===== config.mk =====
export PLATFORM = sky130hd
export DESIGN_NAME = audio_noise_gate_hold_flat
export DESIGN_NICKNAME = d
export VERILOG_FILES = /design/src/ang_pkg.sv /design/src/ang_if.sv /design/src/ang_front.sv /design/src/ang_queue.sv /design/src/ang_back.sv /design/src/audio_noise_gate_hold.sv /design/src/flat_wrapper.sv
export SDC_FILE = /design/constraint.sdc
export NUM_CORES = 2
export LEC_CHECK = 0
export BUFFER_PORTS_ARGS = -buffer_cell sky130_fd_sc_hd__clkbuf_2
export CORE_ASPECT_RATIO = 0.6
export CORE_UTILIZATION = 42
export DETAILED_ROUTE_END_ITERATION = 10
export GPL_TIMING_DRIVEN = 0
export SLEW_MARGIN = 20
export SYNTH_ARGS = -nofsm -noshare
export SYNTH_HDL_FRONTEND = slang
export SYNTH_HIERARCHICAL = 1
export SYNTH_SLANG_ARGS = --single-unit

===== constraint.sdc =====
create_clock -name clk -period 26 [get_ports clk]
set_clock_uncertainty 0.05 [all_clocks]
set_input_delay 5.2 -clock clk [delete_from_list [all_inputs] [get_ports clk]]
set_output_delay 5.2 -clock clk [all_outputs]
set_load 0.03 [all_outputs]

===== src/ang_pkg.sv =====
// Shared types, constants and helper functions of the audio noise gate.
package ang_pkg;

    localparam int MAX_CHANNELS = 8;
    localparam int CH_IDX_W     = 3;
    localparam int SAMPLE_W     = 16;
    localparam int MAG_W        = 16;
    localparam int GAIN_W       = 17;
    localparam int COEFF_W      = 16;
    localparam int HOLD_W       = 21;
    localparam int COUNT_W      = 22;
    localparam int MAKEUP_W     = 17;
    localparam int CHANS_W      = 4;
    localparam int CFG_IDX_W    = 3;
    localparam int CFG_DATA_W   = 21;
    localparam int QUEUE_DEPTH  = 2;

    localparam logic [GAIN_W-1:0]  UNITY_GAIN = 17'd65536;
    localparam logic [COUNT_W-1:0] COUNT_MAX  = '1;

    localparam logic [MAG_W-1:0]    OPEN_LEVEL_RESET   = 16'd1642;
    localparam logic [MAG_W-1:0]    CLOSE_LEVEL_RESET  = 16'd32768;
    localparam logic [COEFF_W-1:0]  ATTACK_POLE_RESET  = 16'd65386;
    localparam logic [COEFF_W-1:0]  RELEASE_POLE_RESET = 16'd65524;
    localparam logic [HOLD_W-1:0]   ATTACK_HOLD_RESET  = 21'd0;
    localparam logic [HOLD_W-1:0]   RELEASE_HOLD_RESET = 21'd9600;
    localparam logic [MAKEUP_W-1:0] MAKEUP_GAIN_RESET  = 17'd1024;
    localparam logic [CHANS_W-1:0]  CHANNELS_RESET     = 4'd2;

    typedef logic signed [SAMPLE_W-1:0] sample_t;
    typedef logic [GAIN_W-1:0] gain_t;

    typedef struct packed {
        logic [MAG_W-1:0]    open_level;
        logic [MAG_W-1:0]    close_level;
        logic [COEFF_W-1:0]  attack_pole;
        logic [COEFF_W-1:0]  release_pole;
        logic [HOLD_W-1:0]   attack_hold_samples;
        logic [HOLD_W-1:0]   release_hold_samples;
        logic [MAKEUP_W-1:0] makeup_gain;
        logic [CHANS_W-1:0]  channels_in_use;
    } cfg_t;

    typedef struct packed {
        sample_t [MAX_CHANNELS-1:0] samples;
        gain_t                      gain;
    } frame_t;

    typedef enum logic [CFG_IDX_W-1:0] {
        REG_OPEN_LEVEL   = 3'd0,
        REG_CLOSE_LEVEL  = 3'd1,
        REG_ATTACK_POLE  = 3'd2,
        REG_RELEASE_POLE = 3'd3,
        REG_ATTACK_HOLD  = 3'd4,
        REG_RELEASE_HOLD = 3'd5,
        REG_MAKEUP_GAIN  = 3'd6,
        REG_CHANNELS     = 3'd7
    } cfg_index_t;

    typedef enum logic [1:0] {
        FS_IDLE,
        FS_PEAK,
        FS_MUL,
        FS_PUSH
    } front_state_t;

    typedef enum logic [1:0] {
        BS_IDLE,
        BS_RUN,
        BS_DONE
    } back_state_t;

    typedef enum logic [1:0] {
        GOP_KEEP,
        GOP_ATTACK,
        GOP_RELEASE
    } gain_op_t;

    // Zero channels count as one, anything above the lane count as all lanes.
    function automatic logic [CHANS_W-1:0] active_channels(input logic [CHANS_W-1:0] n);
        logic [CHANS_W-1:0] r;
        if (n == '0) begin
            r = CHANS_W'(1);
        end else if (n > CHANS_W'(MAX_CHANNELS)) begin
            r = CHANS_W'(MAX_CHANNELS);
        end else begin
            r = n;
        end
        return r;
    endfunction

    // Magnitude of a Q1.15 sample; the most negative code maps to 32768.
    function automatic logic [MAG_W-1:0] magnitude(input sample_t s);
        logic [MAG_W-1:0] u;
        u = MAG_W'(s);
        return u[MAG_W-1] ? MAG_W'(~u + MAG_W'(1)) : u;
    endfunction

    function automatic logic [COUNT_W-1:0] sat_inc(input logic [COUNT_W-1:0] c);
        return (c == COUNT_MAX) ? COUNT_MAX : COUNT_W'(c + COUNT_W'(1));
    endfunction

endpackage


===== src/ang_if.sv =====
// Valid/ready channel interfaces for input frames and gated result frames.
interface ang_in_if;
    logic                  valid;
    logic                  ready;
    logic signed [15:0]    in_ch0;
    logic signed [15:0]    in_ch1;
    logic signed [15:0]    in_ch2;
    logic signed [15:0]    in_ch3;
    logic signed [15:0]    in_ch4;
    logic signed [15:0]    in_ch5;
    logic signed [15:0]    in_ch6;
    logic signed [15:0]    in_ch7;

    modport source (
        output valid, in_ch0, in_ch1, in_ch2, in_ch3, in_ch4, in_ch5, in_ch6, in_ch7,
        input  ready
    );
    modport sink (
        input  valid, in_ch0, in_ch1, in_ch2, in_ch3, in_ch4, in_ch5, in_ch6, in_ch7,
        output ready
    );
endinterface

interface ang_out_if;
    logic                  valid;
    logic                  ready;
    logic signed [15:0]    out_ch0;
    logic signed [15:0]    out_ch1;
    logic signed [15:0]    out_ch2;
    logic signed [15:0]    out_ch3;
    logic signed [15:0]    out_ch4;
    logic signed [15:0]    out_ch5;
    logic signed [15:0]    out_ch6;
    logic signed [15:0]    out_ch7;
    logic [16:0]           gate_gain;

    modport source (
        output valid, out_ch0, out_ch1, out_ch2, out_ch3, out_ch4, out_ch5, out_ch6,
               out_ch7, gate_gain,
        input  ready
    );
    modport sink (
        input  valid, out_ch0, out_ch1, out_ch2, out_ch3, out_ch4, out_ch5, out_ch6,
               out_ch7, gate_gain,
        output ready
    );
endinterface


===== src/ang_front.sv =====
// Front end: takes frames, finds the peak, runs the hold counters and the gain ramp.
module ang_front (
    input  logic            clk,
    input  logic            rst_n,
    input  ang_pkg::cfg_t   cfg,
    ang_in_if.sink          audio,
    input  logic            q_full,
    output logic            q_push,
    output ang_pkg::frame_t q_data
);

    ang_pkg::front_state_t state_reg;
    ang_pkg::front_state_t state_next;

    ang_pkg::sample_t [ang_pkg::MAX_CHANNELS-1:0] samples_reg;
    ang_pkg::gain_t                               last_gain_reg;
    logic [ang_pkg::COUNT_W-1:0]                  open_cnt_reg;
    logic [ang_pkg::COUNT_W-1:0]                  open_cnt_next;
    logic [ang_pkg::COUNT_W-1:0]                  close_cnt_reg;
    logic [ang_pkg::COUNT_W-1:0]                  close_cnt_next;
    ang_pkg::gain_op_t                            op_reg;
    ang_pkg::gain_op_t                            op_next;
    logic [ang_pkg::COEFF_W-1:0]                  coeff_reg;
    logic [ang_pkg::COEFF_W-1:0]                  coeff_next;
    ang_pkg::gain_t                               operand_reg;
    ang_pkg::gain_t                               operand_next;
    logic [ang_pkg::COEFF_W+ang_pkg::GAIN_W-1:0]  prod_reg;

    logic [ang_pkg::CHANS_W-1:0] n_active;
    logic [ang_pkg::MAG_W-1:0]   peak;
    logic [ang_pkg::MAG_W-1:0]   close_eff;
    ang_pkg::gain_t              gain_new;

    // Peak magnitude over the active channels of the captured frame.
    always_comb
    begin
        logic [ang_pkg::MAG_W-1:0] mag;
        n_active = ang_pkg::active_channels(cfg.channels_in_use);
        peak     = '0;
        mag      = '0;
        for (int c = 0; c < ang_pkg::MAX_CHANNELS; c++)
        begin
            mag = ang_pkg::magnitude(samples_reg[c]);
            if (ang_pkg::CHANS_W'(c) < n_active && mag > peak)
            begin
                peak = mag;
            end
        end
    end

    // Classify the peak against the two thresholds and pick the ramp operands.
    always_comb
    begin
        logic [ang_pkg::COUNT_W-1:0] inc;
        close_eff = (cfg.close_level < cfg.open_level) ?
                    cfg.close_level : cfg.open_level;
        open_cnt_next  = '0;
        close_cnt_next = '0;
        op_next        = ang_pkg::GOP_KEEP;
        coeff_next     = cfg.attack_pole;
        operand_next   = last_gain_reg;
        inc            = '0;
        if (peak > cfg.open_level)
        begin
            inc           = ang_pkg::sat_inc(open_cnt_reg);
            open_cnt_next = inc;
            operand_next  = ang_pkg::UNITY_GAIN - last_gain_reg;
            if (inc > ang_pkg::COUNT_W'(cfg.attack_hold_samples))
            begin
                op_next = ang_pkg::GOP_ATTACK;
            end
        end
        else if (peak < close_eff)
        begin
            inc            = ang_pkg::sat_inc(close_cnt_reg);
            close_cnt_next = inc;
            coeff_next     = cfg.release_pole;
            if (inc > ang_pkg::COUNT_W'(cfg.release_hold_samples))
            begin
                op_next = ang_pkg::GOP_RELEASE;
            end
        end
    end

    always_comb
    begin
        case (op_reg)
            ang_pkg::GOP_ATTACK:
                gain_new = ang_pkg::UNITY_GAIN - {1'b0, prod_reg[31:16]};
            ang_pkg::GOP_RELEASE:
                gain_new = prod_reg[32:16];
            default:
                gain_new = last_gain_reg;
        endcase
    end

    always_comb
    begin
        state_next = state_reg;
        unique case (state_reg)
            ang_pkg::FS_IDLE:
                if (audio.valid)
                begin
                    state_next = ang_pkg::FS_PEAK;
                end
            ang_pkg::FS_PEAK:
                state_next = ang_pkg::FS_MUL;
            ang_pkg::FS_MUL:
                state_next = ang_pkg::FS_PUSH;
            ang_pkg::FS_PUSH:
                if (!q_full)
                begin
                    state_next = ang_pkg::FS_IDLE;
                end
        endcase
    end

    always_comb
    begin
        audio.ready = 1'b0;
        q_push      = 1'b0;
        unique case (state_reg)
            ang_pkg::FS_IDLE: audio.ready = 1'b1;
            ang_pkg::FS_PEAK: ;
            ang_pkg::FS_MUL:  ;
            ang_pkg::FS_PUSH: q_push = !q_full;
        endcase
    end

    assign q_data.samples = samples_reg;
    assign q_data.gain    = gain_new;

    always_ff @(posedge clk or negedge rst_n)
    begin
        if (!rst_n)
        begin
            state_reg     <= ang_pkg::FS_IDLE;
            last_gain_reg <= '0;
            open_cnt_reg  <= '0;
            close_cnt_reg <= '0;
        end
        else
        begin
            state_reg <= state_next;
            if (state_reg == ang_pkg::FS_PEAK)
            begin
                open_cnt_reg  <= open_cnt_next;
                close_cnt_reg <= close_cnt_next;
            end
            if (q_push)
            begin
                last_gain_reg <= gain_new;
            end
        end
    end

    always_ff @(posedge clk)
    begin
        if (audio.valid && audio.ready)
        begin
            samples_reg[0] <= audio.in_ch0;
            samples_reg[1] <= audio.in_ch1;
            samples_reg[2] <= audio.in_ch2;
            samples_reg[3] <= audio.in_ch3;
            samples_reg[4] <= audio.in_ch4;
            samples_reg[5] <= audio.in_ch5;
            samples_reg[6] <= audio.in_ch6;
            samples_reg[7] <= audio.in_ch7;
        end
        if (state_reg == ang_pkg::FS_PEAK)
        begin
            op_reg      <= op_next;
            coeff_reg   <= coeff_next;
            operand_reg <= operand_next;
        end
        if (state_reg == ang_pkg::FS_MUL)
        begin
            prod_reg <= (ang_pkg::COEFF_W + ang_pkg::GAIN_W)'(coeff_reg) *
                        (ang_pkg::COEFF_W + ang_pkg::GAIN_W)'(operand_reg);
        end
    end

endmodule


===== src/ang_queue.sv =====
// Two-entry frame queue between the front end and the output scaler.
module ang_queue (
    input  logic            clk,
    input  logic            rst_n,
    input  logic            push,
    input  ang_pkg::frame_t push_data,
    output logic            full,
    input  logic            pop,
    output ang_pkg::frame_t pop_data,
    output logic            empty
);

    ang_pkg::frame_t entries_reg [ang_pkg::QUEUE_DEPTH];
    logic            wr_ptr_reg;
    logic            rd_ptr_reg;
    logic [1:0]      count_reg;

    assign full     = (count_reg == 2'(ang_pkg::QUEUE_DEPTH));
    assign empty    = (count_reg == 2'd0);
    assign pop_data = entries_reg[rd_ptr_reg];

    always_ff @(posedge clk or negedge rst_n)
    begin
        if (!rst_n)
        begin
            wr_ptr_reg <= 1'b0;
            rd_ptr_reg <= 1'b0;
            count_reg  <= 2'd0;
        end
        else
        begin
            if (push)
            begin
                wr_ptr_reg <= ~wr_ptr_reg;
            end
            if (pop)
            begin
                rd_ptr_reg <= ~rd_ptr_reg;
            end
            case ({push, pop})
                2'b10:   count_reg <= count_reg + 2'd1;
                2'b01:   count_reg <= count_reg - 2'd1;
                default: count_reg <= count_reg;
            endcase
        end
    end

    always_ff @(posedge clk)
    begin
        if (push)
        begin
            entries_reg[wr_ptr_reg] <= push_data;
        end
    end

endmodule


===== src/ang_back.sv =====
// Back end: scales each active channel by gain and makeup, then holds the result.
module ang_back (
    input  logic            clk,
    input  logic            rst_n,
    input  ang_pkg::cfg_t   cfg,
    input  logic            q_empty,
    output logic            q_pop,
    input  ang_pkg::frame_t q_data,
    ang_out_if.source       gated
);

    localparam int P1_W = ang_pkg::MAG_W + ang_pkg::GAIN_W - 1;
    localparam int P2_W = P1_W + ang_pkg::MAKEUP_W - 1;
    localparam logic [P2_W:0] ROUND_HALF = (P2_W + 1)'(1) << 25;

    ang_pkg::back_state_t state_reg;
    ang_pkg::back_state_t state_next;

    ang_pkg::frame_t                              frame_reg;
    logic [ang_pkg::CHANS_W-1:0]                  issue_reg;
    logic                                         v1_reg;
    logic                                         v2_reg;
    logic [ang_pkg::CH_IDX_W-1:0]                 idx1_reg;
    logic [ang_pkg::CH_IDX_W-1:0]                 idx2_reg;
    logic                                         neg1_reg;
    logic                                         neg2_reg;
    logic [P1_W-1:0]                              p1_reg;
    logic [P2_W-1:0]                              p2_reg;
    ang_pkg::sample_t [ang_pkg::MAX_CHANNELS-1:0] buf_reg;
    logic                                         out_valid_reg;
    ang_pkg::sample_t [ang_pkg::MAX_CHANNELS-1:0] out_samples_reg;
    ang_pkg::gain_t                               out_gain_reg;

    logic [ang_pkg::CHANS_W-1:0]  n_active;
    logic                         issue_fire;
    logic                         out_free;
    logic                         out_load;
    ang_pkg::sample_t             issue_sample;

    // Round half away from zero on the magnitude, then clamp to the Q1.15 range.
    function automatic ang_pkg::sample_t round_sat(input logic [P2_W-1:0] p, input logic neg);
        logic [P2_W:0]                sum;
        logic [P2_W-26:0]             q;
        logic [ang_pkg::SAMPLE_W-1:0] m;
        sum = {1'b0, p} + ROUND_HALF;
        q   = sum[P2_W:26];
        if (neg)
        begin
            m = (q > (P2_W - 25)'(32768)) ? 16'h8000 : q[15:0];
            m = ~m + 16'd1;
        end
        else
        begin
            m = (q > (P2_W - 25)'(32767)) ? 16'h7fff : q[15:0];
        end
        return ang_pkg::sample_t'(m);
    endfunction

    assign n_active     = ang_pkg::active_channels(cfg.channels_in_use);
    assign issue_sample = frame_reg.samples[issue_reg[ang_pkg::CH_IDX_W-1:0]];
    assign issue_fire   = (state_reg == ang_pkg::BS_RUN) && (issue_reg < n_active);
    assign out_free     = !out_valid_reg || gated.ready;

    always_comb
    begin
        state_next = state_reg;
        unique case (state_reg)
            ang_pkg::BS_IDLE:
                if (!q_empty)
                begin
                    state_next = ang_pkg::BS_RUN;
                end
            ang_pkg::BS_RUN:
                if (!issue_fire && !v1_reg && !v2_reg)
                begin
                    state_next = ang_pkg::BS_DONE;
                end
            ang_pkg::BS_DONE:
                if (out_free)
                begin
                    state_next = ang_pkg::BS_IDLE;
                end
            default:
                state_next = ang_pkg::BS_IDLE;
        endcase
    end

    always_comb
    begin
        q_pop    = 1'b0;
        out_load = 1'b0;
        unique case (state_reg)
            ang_pkg::BS_IDLE: q_pop = !q_empty;
            ang_pkg::BS_RUN:  ;
            ang_pkg::BS_DONE: out_load = out_free;
            default:          ;
        endcase
    end

    assign gated.valid     = out_valid_reg;
    assign gated.out_ch0   = out_samples_reg[0];
    assign gated.out_ch1   = out_samples_reg[1];
    assign gated.out_ch2   = out_samples_reg[2];
    assign gated.out_ch3   = out_samples_reg[3];
    assign gated.out_ch4   = out_samples_reg[4];
    assign gated.out_ch5   = out_samples_reg[5];
    assign gated.out_ch6   = out_samples_reg[6];
    assign gated.out_ch7   = out_samples_reg[7];
    assign gated.gate_gain = out_gain_reg;

    always_ff @(posedge clk or negedge rst_n)
    begin
        if (!rst_n)
        begin
            state_reg     <= ang_pkg::BS_IDLE;
            issue_reg     <= '0;
            v1_reg        <= 1'b0;
            v2_reg        <= 1'b0;
            out_valid_reg <= 1'b0;
        end
        else
        begin
            state_reg <= state_next;
            v1_reg    <= issue_fire;
            v2_reg    <= v1_reg;
            if (q_pop)
            begin
                issue_reg <= '0;
            end
            else if (issue_fire)
            begin
                issue_reg <= issue_reg + ang_pkg::CHANS_W'(1);
            end
            if (out_load)
            begin
                out_valid_reg <= 1'b1;
            end
            else if (gated.ready)
            begin
                out_valid_reg <= 1'b0;
            end
        end
    end

    always_ff @(posedge clk)
    begin
        if (q_pop)
        begin
            frame_reg <= q_data;
        end
        if (issue_fire)
        begin
            p1_reg   <= P1_W'(ang_pkg::magnitude(issue_sample)) * P1_W'(frame_reg.gain);
            idx1_reg <= issue_reg[ang_pkg::CH_IDX_W-1:0];
            neg1_reg <= issue_sample[ang_pkg::SAMPLE_W-1];
        end
        if (v1_reg)
        begin
            p2_reg   <= P2_W'(p1_reg) * P2_W'(cfg.makeup_gain);
            idx2_reg <= idx1_reg;
            neg2_reg <= neg1_reg;
        end
        if (v2_reg)
        begin
            buf_reg[idx2_reg] <= round_sat(p2_reg, neg2_reg);
        end
        if (out_load)
        begin
            for (int c = 0; c < ang_pkg::MAX_CHANNELS; c++)
            begin
                out_samples_reg[c] <= (ang_pkg::CHANS_W'(c) < n_active) ? buf_reg[c] : '0;
            end
            out_gain_reg <= frame_reg.gain;
        end
    end

endmodule


===== src/audio_noise_gate_hold.sv =====
// Top level of the audio noise gate with hysteresis and hold.
//
// Usage: frames of eight Q1.15 samples enter on the audio channel, a valid/ready
// request per frame. Only the first channels_in_use channels count; the others
// are ignored and come out as zero. Each gated frame leaves on the gated
// channel together with the Q1.16 gain that was applied to it.
// After the accepting edge a frame passes through the front end (peak and
// hold counters, coefficient multiply, gain update) and then the back end,
// which scales the active channels one after another; the back end's two
// shared multipliers take one channel a cycle. Each part works on one frame
// at a time. A two-entry queue separates the two parts, so the front end keeps
// taking requests while a result waits on the gated channel. When the receiver
// stalls, the result stays in the output register, the queue fills and the
// audio channel then drops ready.
// Reset clears the gain and both hold counters to zero and loads the register
// defaults. Registers are written through cfg_write/cfg_index/cfg_data; the
// user must write them only while the block has no frame in flight, which the
// block itself does not enforce.
module audio_noise_gate_hold (
    input  logic                               clk,
    input  logic                               rst_n,
    input  logic                               cfg_write,
    input  logic [ang_pkg::CFG_IDX_W-1:0]      cfg_index,
    input  logic [ang_pkg::CFG_DATA_W-1:0]     cfg_data,
    ang_in_if.sink                             audio,
    ang_out_if.source                          gated
);

    logic [ang_pkg::MAG_W-1:0]    open_level_reg;
    logic [ang_pkg::MAG_W-1:0]    close_level_reg;
    logic [ang_pkg::COEFF_W-1:0]  attack_pole_reg;
    logic [ang_pkg::COEFF_W-1:0]  release_pole_reg;
    logic [ang_pkg::HOLD_W-1:0]   attack_hold_reg;
    logic [ang_pkg::HOLD_W-1:0]   release_hold_reg;
    logic [ang_pkg::MAKEUP_W-1:0] makeup_gain_reg;
    logic [ang_pkg::CHANS_W-1:0]  channels_reg;

    ang_pkg::cfg_t   cfg;
    logic            q_push;
    logic            q_full;
    logic            q_pop;
    logic            q_empty;
    ang_pkg::frame_t q_in;
    ang_pkg::frame_t q_out;

    // Register file. Each write keeps the low bits that the register holds.
    always_ff @(posedge clk or negedge rst_n)
    begin
        if (!rst_n)
        begin
            open_level_reg   <= ang_pkg::OPEN_LEVEL_RESET;
            close_level_reg  <= ang_pkg::CLOSE_LEVEL_RESET;
            attack_pole_reg  <= ang_pkg::ATTACK_POLE_RESET;
            release_pole_reg <= ang_pkg::RELEASE_POLE_RESET;
            attack_hold_reg  <= ang_pkg::ATTACK_HOLD_RESET;
            release_hold_reg <= ang_pkg::RELEASE_HOLD_RESET;
            makeup_gain_reg  <= ang_pkg::MAKEUP_GAIN_RESET;
            channels_reg     <= ang_pkg::CHANNELS_RESET;
        end
        else if (cfg_write)
        begin
            unique case (ang_pkg::cfg_index_t'(cfg_index))
                ang_pkg::REG_OPEN_LEVEL:
                    open_level_reg <= cfg_data[ang_pkg::MAG_W-1:0];
                ang_pkg::REG_CLOSE_LEVEL:
                    close_level_reg <= cfg_data[ang_pkg::MAG_W-1:0];
                ang_pkg::REG_ATTACK_POLE:
                    attack_pole_reg <= cfg_data[ang_pkg::COEFF_W-1:0];
                ang_pkg::REG_RELEASE_POLE:
                    release_pole_reg <= cfg_data[ang_pkg::COEFF_W-1:0];
                ang_pkg::REG_ATTACK_HOLD:
                    attack_hold_reg <= cfg_data[ang_pkg::HOLD_W-1:0];
                ang_pkg::REG_RELEASE_HOLD:
                    release_hold_reg <= cfg_data[ang_pkg::HOLD_W-1:0];
                ang_pkg::REG_MAKEUP_GAIN:
                    makeup_gain_reg <= cfg_data[ang_pkg::MAKEUP_W-1:0];
                ang_pkg::REG_CHANNELS:
                    channels_reg <= cfg_data[ang_pkg::CHANS_W-1:0];
            endcase
        end
    end

    assign cfg.open_level           = open_level_reg;
    assign cfg.close_level          = close_level_reg;
    assign cfg.attack_pole          = attack_pole_reg;
    assign cfg.release_pole         = release_pole_reg;
    assign cfg.attack_hold_samples  = attack_hold_reg;
    assign cfg.release_hold_samples = release_hold_reg;
    assign cfg.makeup_gain          = makeup_gain_reg;
    assign cfg.channels_in_use      = channels_reg;

    // The front end owns the gate state: stored gain and both hold counters.
    ang_front u_front (
        .clk    (clk),
        .rst_n  (rst_n),
        .cfg    (cfg),
        .audio  (audio),
        .q_full (q_full),
        .q_push (q_push),
        .q_data (q_in)
    );

    // Each queue entry carries the raw samples and the gain chosen for them.
    ang_queue u_queue (
        .clk       (clk),
        .rst_n     (rst_n),
        .push      (q_push),
        .push_data (q_in),
        .full      (q_full),
        .pop       (q_pop),
        .pop_data  (q_out),
        .empty     (q_empty)
    );

    // The back end scales one channel per cycle and owns the output register.
    ang_back u_back (
        .clk     (clk),
        .rst_n   (rst_n),
        .cfg     (cfg),
        .q_empty (q_empty),
        .q_pop   (q_pop),
        .q_data  (q_out),
        .gated   (gated)
    );

endmodule


===== src/flat_wrapper.sv =====
// flat-port wrapper written by rule: the top's interface ports become plain ports
module audio_noise_gate_hold_flat 
  (clk, rst_n, cfg_write, cfg_index, cfg_data, audio_valid, audio_in_ch0, audio_in_ch1, audio_in_ch2, audio_in_ch3, audio_in_ch4, audio_in_ch5, audio_in_ch6, audio_in_ch7, audio_ready, gated_valid, gated_out_ch0, gated_out_ch1, gated_out_ch2, gated_out_ch3, gated_out_ch4, gated_out_ch5, gated_out_ch6, gated_out_ch7, gated_gate_gain, gated_ready);
  ang_in_if audio_i ();
  ang_out_if gated_i ();
  input  logic clk;
  input  logic rst_n;
  input  logic cfg_write;
  input  logic [ang_pkg::CFG_IDX_W-1:0] cfg_index;
  input  logic [ang_pkg::CFG_DATA_W-1:0] cfg_data;
  input wire logic [$bits(audio_i.valid)-1:0] audio_valid;
  input wire logic [$bits(audio_i.in_ch0)-1:0] audio_in_ch0;
  input wire logic [$bits(audio_i.in_ch1)-1:0] audio_in_ch1;
  input wire logic [$bits(audio_i.in_ch2)-1:0] audio_in_ch2;
  input wire logic [$bits(audio_i.in_ch3)-1:0] audio_in_ch3;
  input wire logic [$bits(audio_i.in_ch4)-1:0] audio_in_ch4;
  input wire logic [$bits(audio_i.in_ch5)-1:0] audio_in_ch5;
  input wire logic [$bits(audio_i.in_ch6)-1:0] audio_in_ch6;
  input wire logic [$bits(audio_i.in_ch7)-1:0] audio_in_ch7;
  output wire logic [$bits(audio_i.ready)-1:0] audio_ready;
  output wire logic [$bits(gated_i.valid)-1:0] gated_valid;
  output wire logic [$bits(gated_i.out_ch0)-1:0] gated_out_ch0;
  output wire logic [$bits(gated_i.out_ch1)-1:0] gated_out_ch1;
  output wire logic [$bits(gated_i.out_ch2)-1:0] gated_out_ch2;
  output wire logic [$bits(gated_i.out_ch3)-1:0] gated_out_ch3;
  output wire logic [$bits(gated_i.out_ch4)-1:0] gated_out_ch4;
  output wire logic [$bits(gated_i.out_ch5)-1:0] gated_out_ch5;
  output wire logic [$bits(gated_i.out_ch6)-1:0] gated_out_ch6;
  output wire logic [$bits(gated_i.out_ch7)-1:0] gated_out_ch7;
  output wire logic [$bits(gated_i.gate_gain)-1:0] gated_gate_gain;
  input wire logic [$bits(gated_i.ready)-1:0] gated_ready;
  assign audio_i.valid = audio_valid;
  assign audio_i.in_ch0 = audio_in_ch0;
  assign audio_i.in_ch1 = audio_in_ch1;
  assign audio_i.in_ch2 = audio_in_ch2;
  assign audio_i.in_ch3 = audio_in_ch3;
  assign audio_i.in_ch4 = audio_in_ch4;
  assign audio_i.in_ch5 = audio_in_ch5;
  assign audio_i.in_ch6 = audio_in_ch6;
  assign audio_i.in_ch7 = audio_in_ch7;
  assign audio_ready = audio_i.ready;
  assign gated_valid = gated_i.valid;
  assign gated_out_ch0 = gated_i.out_ch0;
  assign gated_out_ch1 = gated_i.out_ch1;
  assign gated_out_ch2 = gated_i.out_ch2;
  assign gated_out_ch3 = gated_i.out_ch3;
  assign gated_out_ch4 = gated_i.out_ch4;
  assign gated_out_ch5 = gated_i.out_ch5;
  assign gated_out_ch6 = gated_i.out_ch6;
  assign gated_out_ch7 = gated_i.out_ch7;
  assign gated_gate_gain = gated_i.gate_gain;
  assign gated_i.ready = gated_ready;
  audio_noise_gate_hold u_core (.clk(clk), .rst_n(rst_n), .cfg_write(cfg_write), .cfg_index(cfg_index), .cfg_data(cfg_data), .audio(audio_i), .gated(gated_i));
endmodule

# After elaboration in Yosys (flattened, before gate mapping)
# Memory sizes are Yosys's and may differ from the RTL's. A register that Yosys moved wholly into a read port is not among the register bits.
# Index checks and enable logic that the tools add are counted.
# word_totals
ramBits	290
mem_count	1
ff_bits	760
output_inout_bits	147
word_cells	239
inputBits	157
# memory_table
name	words	width	read_ports	rd_clocked_by_memory_dff	wr	line	text
u_core.u_queue.entries_reg	2	145	1	1	1	ang_queue.sv:13	ang_pkg::frame_t entries_reg [ang_pkg::QUEUE_DEPTH];
# op_classes
mux	60
multipliers	3
add_sub_neg	18
n_lt_le_gt_ge	28
n_eq_ne	24
reduce_logical	38
bitwise_logic	12
# ops
operator	n
$mux W16	26
$add A16 B1 Y16 const B	10
$not A16 Y16	10
$bwmux W128	1
$gt A16 B16 Y1	8
$mux W22	5
$add A48 B26 Y49 const B	1
$bmux W16 S3	1
$demux W16 S3	1
$mul A32 B17 Y48	1
$add A22 B1 Y22 const B	2
$eq A22 B22 Y1 const B	2
$gt A22 B21 Y1	2
$pmux W17 S2	1
$mul A16 B17 Y33	1
$lt A16 B16 Y1	2
$mul A16 B17 Y32	1
$gt A23 B15 Y1 const B	1
$gt A23 B16 Y1 const B	1
$reduce_and A2 Y1	9
$mux W17	1
$sub A17 B16 Y17 const A	1
$sub A17 B17 Y17 const A	1
$gt A16 B1 Y1 const B	1
other kinds (32)	93

# Longest topological paths before layout
# depth
depth_word	30
depth_mapped	108
mapped_depth_nobuf	99

# Cells and area by module
# The synthesis kept the hierarchy.
# modules_own_cells
module	area_per_inst_um2	n_inst	cells_per_inst	seq_area_each_um2
ang_back	43085.1	1	3860	14669.1
ang_front	27273.7	1	2941	6981.7
ang_queue	10730.3	1	467	8808.4
audio_noise_gate_hold	4912.2	1	277	3225.6

# Worst setup path before layout
# OpenSTA, ideal clock, no wires.
# synth_path
kind	register to register
start	reg u_core.u_front.samples_reg, in the netlist u_core/u_front/q_data[17]
end	reg u_core/u_front/coeff_reg[10] (netlist bit) (data pin)
path_buffers	13
arrival_ns	19.093
required_time_ns	25.678
synth_period_minus_slack_ns	19.415
setup_time_ns	0.272
stages_incl_launch_ff	102
slack_ns	6.585
cell_sequence	edfxtp_1 -> nor3_1 -> nand2_1 -> or3_1 -> or4_1 -> or4_1 -> ha_1 -> a21oi_1 -> nand2_1 -> nor3_2 -> a31o_2 -> clkbuf_1 -> mux2i_1 -> inv_1 -> ha_1 -> o21a_1 -> a21oi_1 -> o21ai_0 -> [66 not listed] -> nand2_1 -> clkbuf_1 -> a21oi_1 -> ha_1 -> a21o_1 -> a21o_1 -> a21o_1 -> a21oi_1 -> nor2b_1 -> o21ai_0 -> nand2b_1 -> a21oi_1 -> a32oi_1 -> or2_2 -> buf_1 -> clkbuf_1 -> o311ai_0 -> o21ai_0
# synth_between
elab_chain_cells	30
word_cells_on_any_way	31
classes_between	add/sub: 1; order compare: 10; mux: 11; bitwise: 1; reduce/logical: 8
# synth_rtl
item	line	text
start, declared	ang_front.sv:15	ang_pkg::sample_t [ang_pkg::MAX_CHANNELS-1:0] samples_reg;
$not A16 Y16	ang_pkg.sv:96	return u[MAG_W-1] ? MAG_W'(~u + MAG_W'(1)) : u;
$add A16 B1 Y16	ang_pkg.sv:96	
$mux W16 (*)	ang_pkg.sv:96	
$gt A16 B1 Y1	ang_front.sv:44	if (ang_pkg::CHANS_W'(c) < n_active && mag > peak)
$logic_and A1 B1 Y1	ang_front.sv:44	
$mux W16 (*)	ang_front.sv:44	
$gt A16 B16 Y1	ang_front.sv:44	
$logic_and A1 B1 Y1	ang_front.sv:44	
[15 not listed]	--	
$mux W16 (*)	ang_front.sv:44	
$gt A16 B16 Y1	ang_front.sv:44	
$logic_and A1 B1 Y1	ang_front.sv:44	
$mux W16 (*)	ang_front.sv:44	
$lt A16 B16 Y1	ang_front.sv:73	else if (peak < close_eff)
$mux W16	ang_front.sv:73	
$mux W16 (*)	ang_front.sv:63	if (peak > cfg.open_level)
net u_core.u_front.coeff_next, one bit	ang_front.sv:24	logic [ang_pkg::COEFF_W-1:0] coeff_next;
end signal, assigned	ang_front.sv:173	coeff_reg <= coeff_next;
end, declared	ang_front.sv:23	logic [ang_pkg::COEFF_W-1:0] coeff_reg;
# Mark *: on every way through the listed nets, which the timed path passes. The rest lies on a longest branch.
# A chain may end at the register's enable or synchronous reset.

# Worst setup path after layout
# layout_path
start	reg u_core.u_front.samples_reg, in the netlist u_core/u_front/q_data[18]
end	reg u_core.u_front.op_reg[1] (data pin)
# layout_between
elab_chain_cells	30
word_cells_on_any_way	31
classes_between	add/sub: 1; order compare: 10; mux: 11; bitwise: 1; reduce/logical: 8
# layout_rtl
item	line	text
$not A16 Y16	ang_pkg.sv:96	
$add A16 B1 Y16	ang_pkg.sv:96	
$mux W16 (*)	ang_pkg.sv:96	
$gt A16 B1 Y1	ang_front.sv:44	
$logic_and A1 B1 Y1	ang_front.sv:44	
$mux W16 (*)	ang_front.sv:44	
$gt A16 B16 Y1	ang_front.sv:44	
$logic_and A1 B1 Y1	ang_front.sv:44	
[14 not listed]	--	
$logic_and A1 B1 Y1	ang_front.sv:44	
$mux W16 (*)	ang_front.sv:44	
$gt A16 B16 Y1	ang_front.sv:44	
$logic_and A1 B1 Y1	ang_front.sv:44	
$mux W16 (*)	ang_front.sv:44	
$lt A16 B16 Y1	ang_front.sv:73	
$mux W2	ang_front.sv:73	
$mux W2 (*)	ang_front.sv:63	
end signal, assigned	ang_front.sv:172	op_reg <= op_next;
end, declared	ang_front.sv:21	ang_pkg::gain_op_t op_reg;
# Every way passes the cells marked *; elsewhere a longest branch is shown, timed or not.

==> results.py <==
metrics = {
    "setup_path": {
        "path_class": "reg -> reg",
        "r2r_slack_ps": 1290,
        "arrival_ps": 25160,
        "crit_path_top_delay_cell": "sky130_fd_sc_hd__o21ai_0",
        "kind_of_end_point_of_the_critical_path": "flip-flop",
        "rr_startpoint": "u_core/u_front/q_data[18]",
        "launching_instance_or_port_of_the_critical_path": "u_core/u_front/q_data[18]",
        "critical_path.startpoint_type": "flip-flop",
        "setup.worst_path.end": "u_core/u_front/op_reg[1]",
        "cpPeakStageDelay_ps": 890,
        "critical_path.reg2reg.endpoint": "u_core/u_front/op_reg[1]",
        "worst-endpoint-required_ps": 26450,
        "ff2ff_path_depth": 99,
        "critical_path_peak_fanout": 10,
    },
    "hold_path": {
        "hold_depth": 0,
        "min_path_type": "reg -> reg",
    },
    "grt": {
        "via_count_of_the_first_global_routing_pass": 58300,
        "global_route.usage.total_pct": 24.3,
        "global_route.overflow_total": 0,
        "wire_length_of_the_first_global_routing_pass_um": 374000,
        "grt_max_degree": 84,
        "antenna_found_initial": 18,
    },
    "final_layout": {
        "layout_common_cells": "sky130_fd_sc_hd__inv_1, sky130_fd_sc_hd__nand2_1, sky130_fd_sc_hd__edfxtp_1",
        "layout.core_utilization_pct": 47.1,
        "layout.cells.most_common": "sky130_fd_sc_hd__inv_1",
        "proportion_of_layout_cells_with_a_drive_suffix_above_1_pct": 13.1,
        "fin_nets": 9570,
        "instances_no_fill": 10900,
        "area_growth_syn_to_layout_pct": 11.2,
        "largest_register_ffs": 290,
    },
    "synth": {
        "ys_async_sr_fraction_pct": 17.6,
        "synth_area_leaders": "sky130_fd_sc_hd__edfxtp_1, sky130_fd_sc_hd__fa_1, sky130_fd_sc_hd__ha_1",
        "postSynthRegisterBits": 1154,
        "syn-num-nets": 9104,
        "cell_area_after_technology_mapping_um2": 86000,
        "ys.flop_type": "sky130_fd_sc_hd__edfxtp_1",
        "netlist_instances": 7545,
        "postSynthAreaPerCell_um2": 11.4,
        "yosysWarnings": 6,
        "synth_edf_count": 951,
        "synth_top_cell_area_share_pct": 33.2,
        "yosys.area.top_type": "sky130_fd_sc_hd__edfxtp_1",
        "count_of_cell_types_in_the_netlist": 105,
        "synth_seq_area_share_pct": 39.2,
    },
    "sta": {
        "worst_slew_slack_as_a_fraction_of_its_limit_pct": 15.9,
        "clock.fmax_mhz": 40.5,
        "timing_max_transition_violations_final": 0,
        "hold_viol_final": 0,
        "setup_viol": 0,
        "hold-worst-slack_ps": 369,
        "final_ws_setup_ps": 1290,
        "final.period_utilization_pct": 95.1,
        "timing_worst_slew_pin_value_ps": 1250,
        "layout_min_cycle_time_ps": 24710,
    },
    "placed_design": {
        "place_congestion": 0.929,
        "detailed_place_hpwl_um": 201000,
        "dp_worst_setup_slack_ps": 1510,
        "place.port_buffers": 299,
        "placed_cells": 10600,
    },
    "clock_tree": {
        "insertion_delay_ps": 780,
        "cts_inserted_buffers": 109,
        "cts.sinks": 1154,
        "clk_pin_slew_ps": 60,
        "cts_hold_buf": 0,
        "cts_tree": "yes",
        "clock_tree.htree_level_count": 3,
        "max_clock_buf_depth": 3,
        "cts_root_buffer": "sky130_fd_sc_hd__clkbuf_16",
    },
    "route": {
        "routed_wire_length_per_instance_um": 23.0,
        "drc_errors": 72,
        "dr.first_iter.drc_count": 5776,
        "drt_pass1_iterations": 9,
        "antenna_violating_nets_post_route": 0,
        "via_count": 58200,
        "drt_wl_total_um": 250000,
        "route.detailed.vias_per_inst": 5.37,
    },
    "die": {
        "initial_core_util_pct": 42.3,
        "die_w_um": 586,
        "number_of_core_rows": 128,
        "ios": 304,
        "dieHeight_um": 353,
        "design.core.area_um2": 203000,
        "die_area_um2": 207000,
    },
    "outcome": {
        "failed_checks": "design-rule violations",
        "status": "finished with violations",
    },
    "job": {
        "drv_cap": 0,
    },
}
==> routing by layer <==
metal  wire length, µm  global-route usage, %  vias to the layer above
met3             25500                   6.17                      241
met5                39                      0                        -
met2             95200                   31.7                     2466
li1                  -                      -                    25900
met1            124000                   39.6                    29600
met4              5550                   5.22                        4
==> worst max-delay path, delay by kind of cell, from the launching register on <==
family                     cells  cell delay [ps]
AOI/OAI and AO/OA             49            10190
adders and majority gates      8             2580
buffers and inverters         14             4290
DFF                            1              500
muxes                          4             1370
and+or+nand+nor               24             5430
==> logic make-up after synthesis <==
family,synth area share [%]
AND/OR/NAND/NOR,11.8
flip-flops,39.2
XOR/XNOR,2.81
multiplexers,5.91
adder cells (fa/ha/maj),27.9
buffers and inverters,6.85
AO/OA/AOI/OAI,5.58
==> final cells by class <==
class / instances / area [µm²]
clock inverters: 79 / 885
fillers: 18400 / 108000
diodes: 13 / 32.5
flip-flops and latches: 1154 / 33700
clock buffers: 128 / 2800
multi-input cells: 4902 / 46600
repair buffers: 355 / 2320
inverters: 1164 / 4370
well taps: 2730 / 3420
plain buffers: 325 / 1520
==> metrics by stage <==
step / cell area (µm²) / setup TNS (ps)
2_1_floorplan: 86000 / 0
3_3_place_gp: 90900 / 0
3_5_place_dp: 91900 / 0
4_1_cts: 95600 / 0
5_1_grt: 95600 / -6.93
6_report: 95700 / 0
==> synth_stat cells, types with 49 or more instances <==
library cell	number
sky130_fd_sc_hd__a21o_1	74
sky130_fd_sc_hd__a21oi_1	148
sky130_fd_sc_hd__and2_1	373
sky130_fd_sc_hd__clkbuf_1	253
sky130_fd_sc_hd__dfrtp_1	165
sky130_fd_sc_hd__edfxtp_1	951
sky130_fd_sc_hd__fa_1	860
sky130_fd_sc_hd__ha_1	542
sky130_fd_sc_hd__inv_1	1163
sky130_fd_sc_hd__mux2_2	299
sky130_fd_sc_hd__mux2i_1	80
sky130_fd_sc_hd__nand2_1	1016
sky130_fd_sc_hd__nand3_1	102
sky130_fd_sc_hd__nand4_1	49
sky130_fd_sc_hd__nor2_1	147
sky130_fd_sc_hd__nor2b_1	111
sky130_fd_sc_hd__nor3_1	65
sky130_fd_sc_hd__o21ai_0	177
sky130_fd_sc_hd__xnor2_1	180
sky130_fd_sc_hd__xor2_1	89
==> worst min path at each step <==
stage | slack, ps | to | from
floorplan | 350 | u_core/u_back/idx2_reg[0] | u_core/u_back/idx1_reg[0]
global placement | 360 | u_core/u_back/idx2_reg[1] | u_core/u_back/idx1_reg[1]
detailed placement | 350 | u_core/u_back/idx2_reg[0] | u_core/u_back/idx1_reg[0]
CTS | 370 | u_core/u_back/idx2_reg[0] | u_core/u_back/idx1_reg[0]
global route | 370 | u_core/u_back/idx2_reg[0] | u_core/u_back/idx1_reg[0]
finish | 370 | u_core/u_back/idx2_reg[0] | u_core/u_back/idx1_reg[0]
==> timing repair <==
| item | CTS | global route |
|---|---|---|
| setup endpoints to repair | 0 | 37 |
| resized for setup | 0 | 8 |
| setup buffers | 0 | 0 |
Power is not shown: default switching activity piles up to over one toggle a cycle in this logic, so the estimate is an artifact.
